<file path="config.mk">
export PLATFORM = sky130hd
export DESIGN_NAME = ptsac_front
export DESIGN_NICKNAME = d
export VERILOG_FILES = /design/src/hw/rtl/ptsac_pkg.sv /design/src/hw/rtl/ptsac_front.sv
export SDC_FILE = /design/constraint.sdc
export NUM_CORES = 1
export LEC_CHECK = 0
export BUFFER_PORTS_ARGS = -buffer_cell sky130_fd_sc_hd__buf_4
export CORE_ASPECT_RATIO = 0.8
export CORE_MARGIN = 2
export CORE_UTILIZATION = 40
export CTS_CLUSTER_DIAMETER = 100
export DETAILED_ROUTE_END_ITERATION = 8
export SLEW_MARGIN = 20
export SYNTH_ARGS = -nofsm -noshare
export SYNTH_HDL_FRONTEND = slang
export SYNTH_SLANG_ARGS = --single-unit
export TNS_END_PERCENT = 100
</file>
<file path="constraint.sdc">
create_clock -name clk -period 15.3 [get_ports clk]
set_input_delay 3.06 -clock clk [delete_from_list [all_inputs] [get_ports clk]]
set_output_delay 3.06 -clock clk [all_outputs]
set_load 0.03 [all_outputs]
</file>
<file path="src/hw/rtl/ptsac_pkg.sv">
// ----------------------------------------------------------------------------
// ptsac_pkg
// Types and codes of the per-thread stack address cache.
// ----------------------------------------------------------------------------
package ptsac_pkg;

	localparam logic [2:0] CMD_STORE_BEGIN = 3'd0;
	localparam logic [2:0] CMD_STORE_ADDR  = 3'd1;
	localparam logic [2:0] CMD_LOOKUP      = 3'd2;
	localparam logic [2:0] CMD_MARK_SEEN   = 3'd3;
	localparam logic [2:0] CMD_SWEEP       = 3'd4;

	localparam logic [1:0] ST_MISS  = 2'd0;
	localparam logic [1:0] ST_HIT   = 2'd1;
	localparam logic [1:0] ST_SWEPT = 2'd2;

	typedef struct packed {
		logic [2:0]  command;
		logic [63:0] thread_key;
		logic [63:0] frame_address;
		logic [63:0] base_frame;
		logic [63:0] last_visited;
		logic [5:0]  room;
	} req_t;

	typedef struct packed {
		logic [1:0]  status;
		logic [4:0]  start_index;
		logic [63:0] cached_address;
		logic        address_valid;
		logic [4:0]  cleared_count;
		logic        run_end;
	} rsp_t;

endpackage

</file>
<file path="src/hw/rtl/ptsac_front.sv">
// ----------------------------------------------------------------------------
// ptsac_front
// Request queue between the input side and the execution engine.
// ----------------------------------------------------------------------------
module ptsac_front (
	input  logic              clk,
	input  logic              arst_n,
	input  logic              push,
	input  ptsac_pkg::req_t   req_in,
	output logic              full,
	output logic              req_valid,
	output ptsac_pkg::req_t   req_out,
	input  logic              req_take
);

	ptsac_pkg::req_t ent_q [2];
	logic            wp_q, rp_q;
	logic [1:0]      cnt_q;
	logic            wr, rd;

	assign full      = cnt_q == 2'd2;
	assign req_valid = cnt_q != 2'd0;
	assign req_out   = ent_q[rp_q];
	assign wr        = push && !full;
	assign rd        = req_take && req_valid;

	always_ff @(posedge clk) begin
		if (wr) begin
			ent_q[wp_q] <= req_in;
		end
	end

	always_ff @(posedge clk or negedge arst_n) begin
		if (!arst_n) begin
			wp_q  <= 1'b0;
			rp_q  <= 1'b0;
			cnt_q <= 2'd0;
		end else begin
			if (wr) wp_q <= ~wp_q;
			if (rd) rp_q <= ~rp_q;
			cnt_q <= cnt_q + {1'b0, wr} - {1'b0, rd};
		end
	end

endmodule

</file>
==> flow_summary_export.csv, run 1 <==
group,metric,value,unit
logic_synthesis,syn-num-nets,1114,
cts,h-tree-depth,2,
global_route,antenna_found_initial,4,
global_route,grt_overflow,0,
worst_hold_path,hold_start,"cnt_q[0]",
placement,dp_cells,2033,
sta,finalSetupTns,0,ps
sta,fin_hold_ws,521,ps
layout,fillers,4075,
cts,clkLatencyLatePin,580,ps
critical_path,worstPathMaxFanout,56,
sta,relSlewSlack,22.2,%
cts,cts_root_buf,"clkbuf_16",
sta,fmax,146,MHz
critical_path,worst-setup-path-type,"reg -> out",
detailed_routing,first_pass_iters,4,
die,coreArea,0.0500,mm²
layout,nets,1685,
run,cap_violations,0,
critical_path,startpoint,"rp_q",
cts,ctsResizeCount,0,
sta,worst_slew_pin_slew,1170,ps
logic_synthesis,synth_edf_count,530,
cts,cts_buffers,54,
critical_path,worstPathRequired,12240,ps
critical_path,cp-end-kind,"output port",
global_route,grt_usage,16.6,%
die,die_w,256,µm
critical_path,reg2reg_from,"cnt_q[1]",
global_route,grt_max_degree,131,
die,io_pins,536,
logic_synthesis,yosysTopAreaCellShare,78.1,%
worst_hold_path,min_to,"cnt_q[0]",
logic_synthesis,syn_inst,843,
logic_synthesis,netlist_top_cells_area,"edfxtp_1 78%, mux2_4 18%, mux2_2 1.4%",
critical_path,worstPathBufferInverterCount,3,
pwr,p_per_area,211,mW/mm²
detailed_routing,wl_met1,18.0,mm
cts,cts_tree,"yes",
detailed_routing,routed.top_layer,"met5",
cts,postCtsHoldBufs,0,
sta,min_period_over_period,44.7,%
layout,drive_above_1_share,61.2,%
detailed_routing,drc,0,
die,chipHeight,206,µm
logic_synthesis,synth.distinct_cells,17,
detailed_routing,first_iter_violations,531,
logic_synthesis,yosysMostFrequentCell,"edfxtp_1",
placement,dp_hpwl,31.5,mm
critical_path,max_stage_delay,890,ps
critical_path,cp-start-kind,"register",
sta,finalCriticalPeriod,6840,ps
sta,skew,22.9,ps
layout,diodes,0,
logic_synthesis,seq_area_frac_synth,78.6,%
cts,cts_buffer_depth,3,
sta,finalHoldViolations,0,
worst_hold_path,whs_path_depth,1,
detailed_routing,vias,9841,
logic_synthesis,syn_avg_cell_area,24.2,µm²
critical_path,cp.arrival,3780,ps
sta,rsz0062_at_grt,"false",
sta,drv_slew,0,
layout,instances_no_fill,2129,
cts,clock-sinks,534,
logic_synthesis,ys_top_cells_by_count,"530 x edfxtp_1, 240 x mux2_4, 25 x mux2_2",
global_route,grt_pass1_vias,10100,
sta,setup_violations,0,
logic_synthesis,ys_ff_latch,534,
placement,numPortBuffers,535,
logic_synthesis,netlist_area,0.0204,mm²
placement,place_congestion,0.790,
logic_synthesis,async_flop_share,0.749,%
layout,synthToLayoutAreaGrowth,30.6,%
critical_path,r2r_setup_slack,11730,ps
die,start_util,40.8,%
pwr,p_leak,10.5,nW
critical_path,reg2reg_depth,4,
global_route,grt_pass1_wl,64.9,mm
die,row_count,73,
logic_synthesis,synth_warnings,0,
run_status,outcome,"complete, no violations",
detailed_routing,avgRoutedWirePerCell,21.4,µm
critical_path,crit_chain,"buf_4 > buf_4 > mux2_4 > buf_4",
cts,post_cts.repair.setup_buffers,0,
critical_path,r2r_end,"ent_q[1][82]",
layout,fin_util,53.2,%
pwr,ir_worst_vdd,228,µV
die,die_area,0.0528,mm²
detailed_routing,via_per_inst,4.62,
critical_path,cp_top_family,"buffers and inverters",
worst_hold_path,worstHoldPathType,"reg -> reg",
detailed_routing,wirelength,45.6,mm
detailed_routing,postRouteAntennaNets,0,
critical_path,cp_common_cell,"buf_4",
pwr,total_power,5.62,mW
detailed_routing,wl_met3,4.78,mm
logic_synthesis,synth_ff_type,"edfxtp_1",
detailed_routing,wl_met2,22.0,mm
logic_synthesis,yosysTopAreaCell,"edfxtp_1",
critical_path,slowest_stage,"buf_4",
cts,clk_pin_slew,60,ps
## per-stage QoR
step | setup slack, ps | area [µm²]
after global placement | 9120 | 25000
after floorplan | 275 | 20400
after global routing | 8280 | 26600
final | 8460 | 26600
after CTS | 8400 | 26600
after detailed placement | 9060 | 25000
## logic make-up (layout without fill, tap and decap cells)
kind of cell,Yosys count,after routing,synth area share [%]
adders and majority gates,2,2,0.123
and+or+nand+nor,6,6,0.160
muxes,265,265,19.1
DFF,534,534,78.6
xor gates and xnor gates,4,4,0.172
buffers and inverters,32,643,1.85
## metal layers
layer  GRT usage, %  vias to the layer above
met2           26.9                      357
met1           20.2                     4915
met5              0                        -
met3           7.80                       58
met4           4.30                        8
li1               -                     4503
## cells in the final DEF, fill, tap and decap left out, drive strengths merged
cell type	netlist	final
and3	1	1
xnor2	3	3
or2	1	1
edfxtp	530	530
xor2	1	1
bufinv	0	2
clkbuf	0	62
clkinvlp	0	2
and2	1	1
clkinv	0	28
inv	2	4
nor2	1	1
nand2	1	1
dfrtp	4	4
mux2	265	265
ha	2	2
buf	30	545
nand2b	1	1
## worst max-delay path by stage
stage                        to  cells past startpoint
floorplan           ent_q[0][0]                      2
global placement    req_out[18]                      4
detailed placement  req_out[47]                      4
CTS                 req_out[47]                      4
global route        req_out[15]                      4
finish              req_out[15]                      4
## sequential cells by signal (all words and copies together), names as in the netlist
| name | count |
|---|---|
| ent_q | 530 |
| cnt_q | 2 |
| wp_q | 1 |
| rp_q | 1 |
## report_power, final
part / switching [mW] / leakage (nW) / total [mW] / internal (mW)
combinational: 1.32 / 4.75 / 2.30 / 0.977
clock: 0.529 / 0.806 / 1.22 / 0.689
sequential: 0.0982 / 4.97 / 2.10 / 2.01
## cell type report
class	instances	area, µm²	share of cell area, %
multi-input cells	277	3990	15.0
flip-flops and latches	534	16000	60.2
inverters	2	7.51	0.0282
repair buffers	545	4110	15.4
clock buffers	62	1400	5.27
well taps	675	845	3.17
clock inverters	34	231	0.870
(Power assumes the default switching activity.)
==> inputs of run 2 (changes only) <==
- clock period: 15.3 -> 6.45 ns (I/O delays scaled with it)
==> run 2 against run 1 <==
  * Largest power group unchanged
  * Critical path depth decreased by 1
  * Power is 140% higher
  * Critical path type unchanged
  * Sequential share of layout area about the same
  * Via count up 0.20%
  * Largest cell class unchanged
  * Register-to-register slack worse by 7700 ps
  * Clock-buffer cell count up 12
==> flow_summary_export.csv, run 2 (synthesis results as in run 1) <==
group,metric,value,unit
detailed_routing,via_per_inst,4.64,
die,row_count,73,
worst_hold_path,worstHoldPathType,"in -> async",
detailed_routing,wirelength,44.3,mm
sta,fmax,259,MHz
critical_path,cp-start-kind,"register",
die,coreArea,0.0500,mm²
cts,cts_root_buf,"clkbuf_16",
global_route,grt_overflow,0,
layout,layout_commonest_cell,"buf_4",
sta,finalSetupTns,0,ps
placement,place_congestion,0.755,
cts,h-tree-depth,2,
layout,nets,1682,
layout,synthToLayoutAreaGrowth,30.6,%
detailed_routing,first_pass_iters,4,
die,start_util,40.8,%
layout,largest_reg_flops,530,
run,cap_violations,0,
critical_path,cp.arrival,2580,ps
die,chipHeight,206,µm
layout,final_area,0.0266,mm²
detailed_routing,first_iter_violations,543,
pwr,p_per_area,500,mW/mm²
global_route,grt_pass1_vias,10400,
die,die_area,0.0528,mm²
sta,finalCriticalPeriod,3870,ps
layout,top_regs,"ent_q x530, cnt_q x2",
critical_path,worstPathRequired,5160,ps
critical_path,worst-setup-path-type,"reg -> out",
layout,fillers,4022,
cts,clock-sinks,534,
critical_path,worstPathMaxFanout,56,
placement,dp_hpwl,29.8,mm
sta,rsz0062_at_grt,"false",
sta,skew,16.7,ps
cts,clk_pin_slew,60,ps
cts,clkLatencyLatePin,580,ps
sta,fin_hold_ws,508,ps
detailed_routing,postRouteAntennaNets,0,
global_route,grt_pass1_wl,64.2,mm
run_status,outcome,"complete, no violations",
sta,drv_slew,0,
cts,cts_buffers,54,
placement,numPortBuffers,535,
detailed_routing,vias,9861,
die,io_pins,536,
die,die_w,256,µm
global_route,grt_max_degree,135,
cts,cts_buffer_depth,3,
detailed_routing,drc,0,
sta,min_period_over_period,59.9,%
pwr,ir_worst_vdd,402,µV
layout,top_register,"ent_q",
sta,relSlewSlack,20.4,%
critical_path,cp-end-kind,"output port",
cts,postCtsHoldBufs,0,
layout,final_cell_mix,"536 x buf_4, 530 x edfxtp_1, 240 x mux2_4",
critical_path,reg2reg_from,"cnt_q[1]",
placement,dpl_cell_area,0.0250,mm²
cts,post_cts.repair.setup_buffers,0,
cts,cts_tree,"yes",
cts,ctsResizeCount,0,
pwr,p_leak,10.5,nW
sta,finalHoldViolations,0,
sta,setup_violations,0,
sta,worst_slew_pin_slew,1190,ps
global_route,grt_usage,16.3,%
critical_path,startpoint,"rp_q",
layout,drive_above_1_share,60.6,%
detailed_routing,avgRoutedWirePerCell,20.9,µm
global_route,antenna_found_initial,3,
critical_path,reg2reg_depth,3,
run 2: final timing paths:
| path | to | slack [ps] |
|---|---|---|
| worst max-delay path | req_out[0] | 2580 |
| worst min-delay path | rp_q | 510 |
| worst max register to register | ent_q[1][100] | 4040 |
| worst min register to register | cnt_q[0] | 530 |
| max in group asynchronous | rp_q | 5830 |
| min in group clk | cnt_q[0] | 530 |
run 2: power by group:
part / total, mW / switching [mW] / internal (mW)
logic: 5.52 / 3.18 / 2.34
registers: 4.94 / 0.184 / 4.75
clock network: 2.84 / 1.23 / 1.60
total: 13.3 / 4.59 / 8.70
run 2: final cells by class:
type,count,area (µm²),share of cell area [%]
sequential,534,16000,60.2
timing repair buffer,542,4140,15.6
multi-input combinational,277,3990,15.0
clock buffer,74,1490,5.60
tap,675,845,3.18
clock inverter,19,96.3,0.362
inverter,2,7.51,0.0282
antenna,1,2.50,0.00941
run 2: layer usage:
layer / GRT usage [%] / vias to the layer above / share of wire, %
li1: - / 4504 / -
met2: 27.1 / 343 / 50
met5: 0 / - / 0.061
met4: 5.16 / 4 / 2.4
met3: 7.54 / 70 / 10
met1: 18.8 / 4940 / 37
run 2: worst max-delay path, stage by stage, from the launching register on:
cell and delay [ps]:
dfrtp_4 550, buf_4 800, mux2_2 420, buf_4 170
run 2: metrics by stage:
stage / power, mW / utilization, % / std cells / setup WS, ps
global route: 13.8 / 53.2 / 2123 / 2470
global placement: 10.6 / 50.0 / 2030 / 3140
CTS: 13.5 / 53.2 / 2123 / 2530
finish: 13.3 / 53.2 / 2124 / 2580
floorplan: 8.96 / - / 843 / 673
detailed placement: 10.6 / 50.0 / 2030 / 3140
